==> config.mk <==
export PLATFORM = sky130hd
export DESIGN_NAME = utf8_whitespace_case_normalizer_unit
export DESIGN_NICKNAME = d
export VERILOG_FILES = /design/src/sv/uwcn_pkg.sv /design/src/sv/utf8_whitespace_case_normalizer_unit.sv /design/src/sv/uwcn_front.sv /design/src/sv/uwcn_queue.sv /design/src/sv/uwcn_back.sv
export SDC_FILE = /design/constraint.sdc
export NUM_CORES = 1
export LEC_CHECK = 0
export ABC_CLOCK_PERIOD_IN_PS = 9800
export BUFFER_PORTS_ARGS = -buffer_cell sky130_fd_sc_hd__buf_2
export CAP_MARGIN = 10
export CORE_ASPECT_RATIO = 1.2
export CORE_MARGIN = 3
export CORE_UTILIZATION = 45
export DETAILED_ROUTE_END_ITERATION = 6
export PLACE_DENSITY = 0.72
export SLEW_MARGIN = 10
export SYNTH_ARGS = -nofsm -noshare
export SYNTH_HDL_FRONTEND = slang
export SYNTH_HIERARCHICAL = 1
export SYNTH_SLANG_ARGS = --single-unit
==> constraint.sdc <==
create_clock -name clk -period 9.8 [get_ports clk]
set_input_delay 0.49 -clock clk [delete_from_list [all_inputs] [get_ports clk]]
set_output_delay 0.49 -clock clk [all_outputs]
set_load 0.05 [all_outputs]
==> src/sv/uwcn_pkg.sv <==
// ----------------------------------------------------------------------------
// uwcn_pkg
// Shared types and constants of the UTF-8 whitespace/case normalizer.
// ----------------------------------------------------------------------------
package uwcn_pkg;

  localparam int QUEUE_DEPTH_DEFAULT = 4;
  localparam int MAX_RESULTS         = 5;

  // Byte classes
  localparam logic [7:0] CHAR_SPACE = 8'h20;
  localparam logic [7:0] CHAR_TAB   = 8'h09;
  localparam logic [7:0] CHAR_LF    = 8'h0A;
  localparam logic [7:0] CHAR_CR    = 8'h0D;
  localparam logic [7:0] ASCII_TOP  = 8'h80;
  localparam logic [7:0] MASK_LEAD2 = 8'hE0;
  localparam logic [7:0] CODE_LEAD2 = 8'hC0;
  localparam logic [7:0] MASK_LEAD3 = 8'hF0;
  localparam logic [7:0] CODE_LEAD3 = 8'hE0;
  localparam logic [7:0] MASK_LEAD4 = 8'hF8;
  localparam logic [7:0] CODE_LEAD4 = 8'hF0;
  localparam logic [7:0] MASK_CONT  = 8'hC0;
  localparam logic [7:0] CODE_CONT  = 8'h80;

  // Code point limits and case offsets
  localparam logic [20:0] CP_MAX1      = 21'h7F;
  localparam logic [20:0] CP_MAX2      = 21'h7FF;
  localparam logic [20:0] CP_MAX3      = 21'hFFFF;
  localparam logic [20:0] CP_UPPER_A   = 21'h41;
  localparam logic [20:0] CP_UPPER_Z   = 21'h5A;
  localparam logic [20:0] CP_CYR_IO    = 21'h401;
  localparam logic [20:0] CP_CYR_IO_LC = 21'h451;
  localparam logic [20:0] CP_CYR_IE_LC = 21'h435;
  localparam logic [20:0] CP_CYR_A     = 21'h410;
  localparam logic [20:0] CP_CYR_YA    = 21'h42F;
  localparam logic [20:0] CP_CYR_EXT_LO = 21'h400;
  localparam logic [20:0] CP_CYR_EXT_HI = 21'h40F;
  localparam logic [20:0] CASE_OFFSET  = 21'h20;
  localparam logic [20:0] EXT_OFFSET   = 21'h50;

  // Decoder partial-sequence state
  typedef struct packed {
    logic [2:0][7:0] pb;
    logic [1:0]      pcnt;
    logic [2:0]      slen;
  } dec_t;

  // Up to four bytes produced by one decode step
  typedef struct packed {
    logic [3:0][7:0] bytes;
    logic [2:0]      n;
  } enc_t;

  typedef struct packed {
    dec_t st;
    enc_t e;
  } dec_res_t;

  // All result bytes caused by one input byte
  typedef struct packed {
    logic [MAX_RESULTS-1:0][7:0] bytes;
    logic [2:0]                  n;
    logic                        last;
  } bundle_t;

  typedef struct packed {
    logic [7:0] out_byte;
    logic       has_byte;
    logic       run_last;
    logic       text_end;
  } res_t;

endpackage

==> src/sv/utf8_whitespace_case_normalizer_unit.sv <==
// ----------------------------------------------------------------------------
// utf8_whitespace_case_normalizer_unit
// Collapses whitespace, lowercases UTF-8 text and re-encodes it, one byte in.
// ----------------------------------------------------------------------------
// Path: the first result of an input byte is written to the bundle queue when
//   the byte is taken, and from there is loaded into the output register.
// Throughput: one input byte per cycle while the queue has room; one result
//   per cycle out of the serializer while popped, so inputs that make several
//   results stall input once the QUEUE_DEPTH-entry bundle queue fills.
// Reset: synchronous rst empties queue and output, clears decoder state.
module utf8_whitespace_case_normalizer_unit
  import uwcn_pkg::*;
#(
  parameter int QUEUE_DEPTH = QUEUE_DEPTH_DEFAULT
) (
  input  logic       clk,
  input  logic       rst,
  input  logic       push,
  output logic       full,
  input  logic [7:0] in_byte,
  input  logic       is_last,
  output logic       empty,
  input  logic       pop,
  output logic [7:0] out_byte,
  output logic       has_byte,
  output logic       run_last,
  output logic       text_end
);

  logic    q_push;
  logic    q_full;
  logic    q_empty;
  logic    deq;
  bundle_t q_wdata;
  bundle_t q_head;

  uwcn_front u_front (
    .clk     (clk),
    .rst     (rst),
    .push    (push),
    .full    (full),
    .in_byte (in_byte),
    .is_last (is_last),
    .q_push  (q_push),
    .q_data  (q_wdata),
    .q_full  (q_full)
  );

  uwcn_queue #(
    .DEPTH (QUEUE_DEPTH)
  ) u_queue (
    .clk     (clk),
    .rst     (rst),
    .wr_en   (q_push),
    .wr_data (q_wdata),
    .q_full  (q_full),
    .rd_en   (deq),
    .rd_data (q_head),
    .q_empty (q_empty)
  );

  uwcn_back u_back (
    .clk      (clk),
    .rst      (rst),
    .head     (q_head),
    .q_empty  (q_empty),
    .deq      (deq),
    .empty    (empty),
    .pop      (pop),
    .out_byte (out_byte),
    .has_byte (has_byte),
    .run_last (run_last),
    .text_end (text_end)
  );

endmodule

==> src/sv/uwcn_front.sv <==
// ----------------------------------------------------------------------------
// uwcn_front
// Collapses whitespace, decodes UTF-8, lowercases and re-encodes one input
// byte per cycle when not full, into a bundle of up to five result bytes.
// ----------------------------------------------------------------------------
module uwcn_front
  import uwcn_pkg::*;
(
  input  logic       clk,
  input  logic       rst,
  input  logic       push,
  output logic       full,
  input  logic [7:0] in_byte,
  input  logic       is_last,
  output logic       q_push,
  output bundle_t    q_data,
  input  logic       q_full
);

  function automatic logic [20:0] lower_cp(logic [20:0] cp);
    logic [20:0] r;
    r = cp;
    if (cp >= CP_UPPER_A && cp <= CP_UPPER_Z) r = cp + CASE_OFFSET;
    else if (cp == CP_CYR_IO || cp == CP_CYR_IO_LC) r = CP_CYR_IE_LC;
    else if (cp >= CP_CYR_A && cp <= CP_CYR_YA) r = cp + CASE_OFFSET;
    else if (cp >= CP_CYR_EXT_LO && cp <= CP_CYR_EXT_HI) r = cp + EXT_OFFSET;
    return r;
  endfunction

  function automatic enc_t encode(logic [20:0] cp);
    enc_t e;
    e = '0;
    if (cp <= CP_MAX1) begin
      e.bytes[0] = cp[7:0];
      e.n = 3'd1;
    end else if (cp <= CP_MAX2) begin
      e.bytes[0] = {3'b110, cp[10:6]};
      e.bytes[1] = {2'b10, cp[5:0]};
      e.n = 3'd2;
    end else if (cp <= CP_MAX3) begin
      e.bytes[0] = {4'b1110, cp[15:12]};
      e.bytes[1] = {2'b10, cp[11:6]};
      e.bytes[2] = {2'b10, cp[5:0]};
      e.n = 3'd3;
    end else begin
      e.bytes[0] = {5'b11110, cp[20:18]};
      e.bytes[1] = {2'b10, cp[17:12]};
      e.bytes[2] = {2'b10, cp[11:6]};
      e.bytes[3] = {2'b10, cp[5:0]};
      e.n = 3'd4;
    end
    return e;
  endfunction

  // Called with a cleared state; emits at most one byte
  function automatic dec_res_t start_seq(logic [7:0] b);
    dec_res_t   r;
    logic [2:0] len;
    r = '0;
    len = 3'd0;
    if (b < ASCII_TOP) begin
      r.e = encode(lower_cp({13'b0, b}));
    end else begin
      if ((b & MASK_LEAD2) == CODE_LEAD2) len = 3'd2;
      else if ((b & MASK_LEAD3) == CODE_LEAD3) len = 3'd3;
      else if ((b & MASK_LEAD4) == CODE_LEAD4) len = 3'd4;
      if (len == 3'd0) begin
        r.e.bytes[0] = b;
        r.e.n = 3'd1;
      end else begin
        r.st.pb[0] = b;
        r.st.pcnt = 2'd1;
        r.st.slen = len;
      end
    end
    return r;
  endfunction

  function automatic dec_res_t decode(dec_t st, logic [7:0] b);
    dec_res_t    r;
    dec_res_t    s;
    logic [20:0] cp;
    r = '0;
    cp = '0;
    if (st.slen == 3'd0 || st.pcnt == 2'd0) begin
      r = start_seq(b);
    end else if ((b & MASK_CONT) != CODE_CONT) begin
      // bad continuation: buffered bytes go out raw, b restarts decoding
      s = start_seq(b);
      r.st = s.st;
      r.e.bytes = {8'h00, st.pb[2], st.pb[1], st.pb[0]};
      if (s.e.n != 3'd0) r.e.bytes[st.pcnt] = s.e.bytes[0];
      r.e.n = {1'b0, st.pcnt} + s.e.n;
    end else if ({1'b0, st.pcnt} + 3'd1 >= st.slen) begin
      case (st.slen)
        3'd2:    cp = {10'b0, st.pb[0][4:0], b[5:0]};
        3'd3:    cp = {5'b0, st.pb[0][3:0], st.pb[1][5:0], b[5:0]};
        default: cp = {st.pb[0][2:0], st.pb[1][5:0], st.pb[2][5:0], b[5:0]};
      endcase
      r.e = encode(lower_cp(cp));
    end else begin
      r.st = st;
      r.st.pb[st.pcnt] = b;
      r.st.pcnt = st.pcnt + 2'd1;
    end
    return r;
  endfunction

  function automatic bundle_t append(bundle_t acc, enc_t e);
    bundle_t a;
    a = acc;
    for (int k = 0; k < 4; k++) begin
      if (3'(k) < e.n && a.n < 3'(MAX_RESULTS)) begin
        a.bytes[a.n] = e.bytes[k];
        a.n = a.n + 3'd1;
      end
    end
    return a;
  endfunction

  logic     after_space;
  logic     space_pending;
  dec_t     dec;
  logic     after_space_next;
  logic     space_pending_next;
  dec_t     dec_next;
  dec_res_t r_space;
  dec_res_t r_byte;
  enc_t     flush;
  bundle_t  acc;
  logic     is_ws;
  logic     accept;

  assign full   = q_full;
  assign accept = push && !q_full;
  assign is_ws  = in_byte inside {CHAR_SPACE, CHAR_TAB, CHAR_LF, CHAR_CR};

  always_comb begin
    dec_next           = dec;
    after_space_next   = after_space;
    space_pending_next = space_pending;
    acc                = '0;
    r_space            = '0;
    r_byte             = '0;
    flush              = '0;
    if (is_ws) begin
      if (!after_space) begin
        space_pending_next = 1'b1;
        after_space_next   = 1'b1;
      end
    end else begin
      if (space_pending) begin
        r_space  = decode(dec_next, CHAR_SPACE);
        acc      = append(acc, r_space.e);
        dec_next = r_space.st;
        space_pending_next = 1'b0;
      end
      r_byte   = decode(dec_next, in_byte);
      acc      = append(acc, r_byte.e);
      dec_next = r_byte.st;
      after_space_next = 1'b0;
    end
    if (is_last) begin
      // end of text: emit a truncated sequence raw and start over
      flush.bytes = {8'h00, dec_next.pb[2], dec_next.pb[1], dec_next.pb[0]};
      flush.n     = {1'b0, dec_next.pcnt};
      acc         = append(acc, flush);
      dec_next    = '0;
      after_space_next   = 1'b1;
      space_pending_next = 1'b0;
    end
    acc.last = is_last;
  end

  assign q_push = accept && (acc.n != 3'd0 || is_last);
  assign q_data = acc;

  always_ff @(posedge clk) begin
    if (rst) begin
      after_space   <= 1'b1;
      space_pending <= 1'b0;
      dec           <= '0;
    end else if (accept) begin
      after_space   <= after_space_next;
      space_pending <= space_pending_next;
      dec           <= dec_next;
    end
  end

endmodule

==> src/sv/uwcn_queue.sv <==
// ----------------------------------------------------------------------------
// uwcn_queue
// Small FIFO of result bundles between the decoder and the serializer.
// ----------------------------------------------------------------------------
module uwcn_queue
  import uwcn_pkg::*;
#(
  parameter int DEPTH = QUEUE_DEPTH_DEFAULT
) (
  input  logic    clk,
  input  logic    rst,
  input  logic    wr_en,
  input  bundle_t wr_data,
  output logic    q_full,
  input  logic    rd_en,
  output bundle_t rd_data,
  output logic    q_empty
);

  localparam int AW = (DEPTH > 1) ? $clog2(DEPTH) : 1;
  localparam int CW = $clog2(DEPTH + 1);

  bundle_t        mem [DEPTH];
  logic [AW-1:0]  wr_ptr;
  logic [AW-1:0]  rd_ptr;
  logic [CW-1:0]  count;
  logic           do_wr;
  logic           do_rd;

  assign q_full  = (count == CW'(DEPTH));
  assign q_empty = (count == '0);
  assign do_wr   = wr_en && !q_full;
  assign do_rd   = rd_en && !q_empty;
  assign rd_data = mem[rd_ptr];

  always_ff @(posedge clk) begin
    if (do_wr) begin
      mem[wr_ptr] <= wr_data;
    end
  end

  always_ff @(posedge clk) begin
    if (rst) begin
      wr_ptr <= '0;
      rd_ptr <= '0;
      count  <= '0;
    end else begin
      if (do_wr) begin
        wr_ptr <= (wr_ptr == AW'(DEPTH - 1)) ? '0 : wr_ptr + 1'b1;
      end
      if (do_rd) begin
        rd_ptr <= (rd_ptr == AW'(DEPTH - 1)) ? '0 : rd_ptr + 1'b1;
      end
      if (do_wr && !do_rd) count <= count + 1'b1;
      else if (do_rd && !do_wr) count <= count - 1'b1;
    end
  end

endmodule

==> src/sv/uwcn_back.sv <==
// ----------------------------------------------------------------------------
// uwcn_back
// Walks each queued bundle one byte per cycle, if popped, to the output reg.
// ----------------------------------------------------------------------------
module uwcn_back
  import uwcn_pkg::*;
(
  input  logic       clk,
  input  logic       rst,
  input  bundle_t    head,
  input  logic       q_empty,
  output logic       deq,
  output logic       empty,
  input  logic       pop,
  output logic [7:0] out_byte,
  output logic       has_byte,
  output logic       run_last,
  output logic       text_end
);

  logic [2:0] idx;
  logic [2:0] res_cnt;
  logic       head_valid;
  logic       load;
  logic       pop_acc;
  logic       ov;
  res_t       ores;
  res_t       cur;

  assign head_valid = !q_empty;
  assign pop_acc    = pop && ov;
  assign load       = head_valid && (!ov || pop_acc);
  // a bare end marker still takes one result slot
  assign res_cnt    = (head.n == 3'd0) ? 3'd1 : head.n;

  always_comb begin
    cur.has_byte = (head.n != 3'd0);
    cur.out_byte = cur.has_byte ? head.bytes[idx] : 8'h00;
    cur.run_last = (idx == res_cnt - 3'd1);
    cur.text_end = cur.run_last && head.last;
  end

  assign deq = load && cur.run_last;

  always_ff @(posedge clk) begin
    if (rst) begin
      ov  <= 1'b0;
      idx <= '0;
    end else begin
      if (load) begin
        ov  <= 1'b1;
        idx <= cur.run_last ? 3'd0 : idx + 3'd1;
      end else if (pop_acc) begin
        ov  <= 1'b0;
      end
    end
  end

  always_ff @(posedge clk) begin
    if (load) begin
      ores <= cur;
    end
  end

  assign empty    = !ov;
  assign out_byte = ores.out_byte;
  assign has_byte = ores.has_byte;
  assign run_last = ores.run_last;
  assign text_end = ores.text_end;

  a_idx_in_bundle: assert property (@(posedge clk) disable iff (rst)
    head_valid |-> idx < res_cnt)
    else $error("byte index past end of bundle");

  a_idx_restart: assert property (@(posedge clk) disable iff (rst)
    deq |=> idx == 3'd0)
    else $error("byte index not restarted after bundle");

  a_no_empty_bundle: assert property (@(posedge clk) disable iff (rst)
    (head_valid && !head.last) |-> head.n != 3'd0)
    else $error("bundle without bytes for a non-final input");

  a_bundle_size: assert property (@(posedge clk) disable iff (rst)
    head_valid |-> head.n <= 3'(MAX_RESULTS))
    else $error("bundle larger than allowed");

  a_marker_alone: assert property (@(posedge clk) disable iff (rst)
    (load && !cur.has_byte) |-> (cur.run_last && cur.text_end))
    else $error("bare end marker not closing the text");

endmodule
==> run_results.csv <==
group,metric,value,unit
place,hpwl,37.4,mm
sta,slew_viol_final,0,
sta,hold_ws,0.268,ns
run_status,status,"finished, final reports clean",
critical_path,r2r_start,"u_front/dec[3]$_SDFFE_PP0P_",
logic_synthesis,syn_area,0.0147,mm^2
floorplanning,initial_core_util,45.7,%
critical_path,crit_path_frequent_cell,"ha_1",
grt,overflow,0,
power_and_ir_drop,powerDensity,190,mW/mm^2
critical_path,crit_path_end_kind,"register",
critical_path,reg2regPathDepth,31,
clock_network,postCtsSetupRepairBufs,0,
logic_synthesis,syn_inst,1398,
logic_synthesis,synth_area_leader_cell,"edfxtp_1",
critical_path,required,10.00,ns
grt,antenna_found_initial,0,
logic_synthesis,yosysWarnings,6,
finish,fin_cells,1822,
critical_path,cpPeakStageDelay,0.55,ns
logic_synthesis,ys.flop_type,"edfxtp_1",
sta,period_needed,8.97,ns
sta,tightestPinTransition,1.06,ns
clock_network,cts_max_level,1,
finish,design_area,0.0161,mm^2
detailed_routing,drtIter0Drc,1457,
place,place_ws,0.450,ns
logic_synthesis,synth_cell_types,111,
sta,timing.final.ws_setup,0.831,ns
detailed_routing,drt_pass1_iterations,6,
sta,fin_crit_sh,91.5,%
critical_path,cp_slowest_cell,"or3b_1",
logic_synthesis,synth-seq-cells,231,
floorplanning,dieWidth,171,um
clock_network,cts_resized,0,
sta,tns,0,ns
logic_synthesis,seq_area_frac_synth,44.1,%
finish,layout_commonest_cell,"edfxtp_1",
min_path,min-delay-start,"pop",
sta,fmax,0.111,GHz
critical_path,crit_family,"simple AND/OR/NAND/NOR gates",
grt,grt_usage,28.9,%
clock_network,clkLatencyLatePin,0.53,ns
grt,grt_pass1_vias,12370,
critical_path,path_max_fanout,13,
clock_network,hold_buffers,0,
critical_path,cp-start-kind,"primary input",
logic_synthesis,synth_top_area_share,38.1,%
clock_network,cts-root-buf,"clkbuf_16",
place,placed_cells,1778,
clock_network,path_clk_slew,0.06,ns
job,drv_cap,0,
sta,setup_viol,0,
floorplanning,core_region_area,0.0323,mm^2
detailed_routing,drc,0,
finish,drive_gt1_share,15.0,%
critical_path,path_class,"in2reg",
logic_synthesis,synth_area_per_cell,10.5,um^2
finish,layout_common_cells,"187 x edfxtp_1, 125 x nand2_1, 108 x nor2_1, 81 x o21ai_0, 68 x a21oi_1",
clock_network,numCtsBuffers,24,
detailed_routing,met3_wirelength,3.50,mm
finish,fillers,2873,
grt,grt_pass1_wl,76.5,mm
place,postPlaceCellArea,0.0153,mm^2
floorplanning,dieArea,0.0350,mm^2
power_and_ir_drop,p_leak,5.56,nW
min_path,min_path_type,"in2reg",
logic_synthesis,async_flop_share,0,%
finish,diodes,0,
logic_synthesis,syn_nets,1452,
finish,syn_to_final_growth,9.08,%
critical_path,worstSetupPathDepth,40,
floorplanning,die_y,204,um
detailed_routing,via_per_inst,6.92,
critical_path,worstPathArrival,9.17,ns
detailed_routing,wl_per_cell,27.9,um
detailed_routing,postRouteAntennaNets,0,
sta,hold_viol,0,
power_and_ir_drop,ir_drop,0.0913,mV
grt,grt_start_max_net_pins,45,
clock_network,cts_sinks,231,
clock_network,clockBufferDepth,3,
critical_path,r2r-end,"u_queue/mem[0][5]$_DFFE_PP_",
critical_path,r2r_setup_slack,1.19,ns
detailed_routing,drt_wl_total,50.9,mm
sta,maxSlewHeadroom,29.2,%
logic_synthesis,synth-edff-count,187,
min_path,min_path_cells,4,
detailed_routing,drt-met1-wl,18.9,mm
clock_network,cts_tree,"done",
logic_synthesis,synth_area_leaders,"edfxtp_1 38%, mux4_2 7.8%, dfxtp_1 6.0%",
floorplanning,io_pins,26,
sta,rsz0062_at_grt,"no",
detailed_routing,route.vias.total,12605,
floorplanning,rows,72,
finish,nNetsFinal,1451,
detailed_routing,highest_layer,"met4",
detailed_routing,wl_met2,24.8,mm
place,finalWeightedCongestion,1.00,
sta,clock_skew,0.0272,ns
place,port_buffers,25,
min_path,hold_end,"u_back/ov$_SDFFE_PP0P_",
critical_path,path_buf_inv,6,
==> where the power goes <==
part           internal [W]  leakage [nW]  switching, W
clock network      0.000535         0.379      0.000382
logic              0.000306          3.02      0.000537
registers           0.00123          2.16     0.0000669
==> registers in the layout (all words and copies together), names as in the netlist, named ones only <==
| signal | cells |
|---|---|
| u_back/has_byte | 1 |
| u_back/idx | 3 |
| u_queue/rd_ptr | 2 |
| u_queue/mem | 176 |
| u_front/dec | 29 |
| u_back/run_last | 1 |
| u_queue/wr_ptr | 2 |
| u_queue/count | 3 |
| u_back/ov | 1 |
| u_back/out_byte | 8 |
| u_front/space_pending | 1 |
| u_front/after_space | 1 |
| u_back/text_end | 1 |
==> logic make-up (layout without fill, tap and decap cells) <==
family	Yosys count	in the layout	share of synthesized area (%)
DFF	231	231	44.1
AOI/OAI and AO/OA	471	471	23.5
muxes	70	70	9.25
buffers and inverters	145	162	4.46
adders and majority gates	41	41	3.58
and+or+nand+nor	430	430	14.5
xor gates and xnor gates	10	10	0.594
==> stage by stage <==
| stage | total power [W] | util (%) |
|---|---|---|
| 2_1_floorplan | 0.00192 | - |
| 3_3_place_gp | 0.00213 | 47.4 |
| 3_5_place_dp | 0.00215 | 47.4 |
| 4_1_cts | 0.00307 | 49.9 |
| 5_1_grt | 0.00318 | 49.9 |
| 6_report | 0.00306 | 49.9 |
==> cell type report <==
cell class              instances  area (um^2)  area share, %
well taps                     407          509           3.17
multi-input cells            1022         7620           47.4
flip-flops and latches        231         6500           40.4
repair buffers                 67          453           2.82
inverters                      51          210           1.31
clock inverters                15          173           1.07
clock buffers                  29          619           3.85
==> Yosys cell counts, types with 44 or more instances <==
cell and n:
edfxtp_1 187, nand2_1 125, nor2_1 108, o21ai_0 81, a21oi_1 68, clkbuf_1 63
a22oi_1 53, mux4_2 51, inv_1 48, nand3_1 46, dfxtp_1 44
==> worst max path at each step <==
stage                    start                           end  slack, ns
finish              in_byte[5]   u_queue/mem[0][5]$_DFFE_PP_       0.83
global route        in_byte[5]  u_queue/mem[1][40]$_DFFE_PP_       0.12
CTS                 in_byte[5]   u_queue/mem[0][5]$_DFFE_PP_       0.99
detailed placement  in_byte[5]   u_queue/mem[1][6]$_DFFE_PP_       0.45
global placement    in_byte[5]   u_queue/mem[0][8]$_DFFE_PP_       0.77
floorplan           in_byte[4]  u_queue/mem[0][41]$_DFFE_PP_       1.31
==> metal layers <==
metal / GRT usage (%) / up-vias
li1: - / 5532
met1: 35.6 / 6103
met2: 48.7 / 758
met3: 3.08 / 212
met4: 17.4 / 0
met5: 0 / -
==> worst min-delay path, stage by stage <==
cell	delay [ns]
buf_2	0.08
nor2b_1	0.05
inv_1	0.05
a21oi_1	0.06
Note: power is estimated with default switching activity, not from simulation.
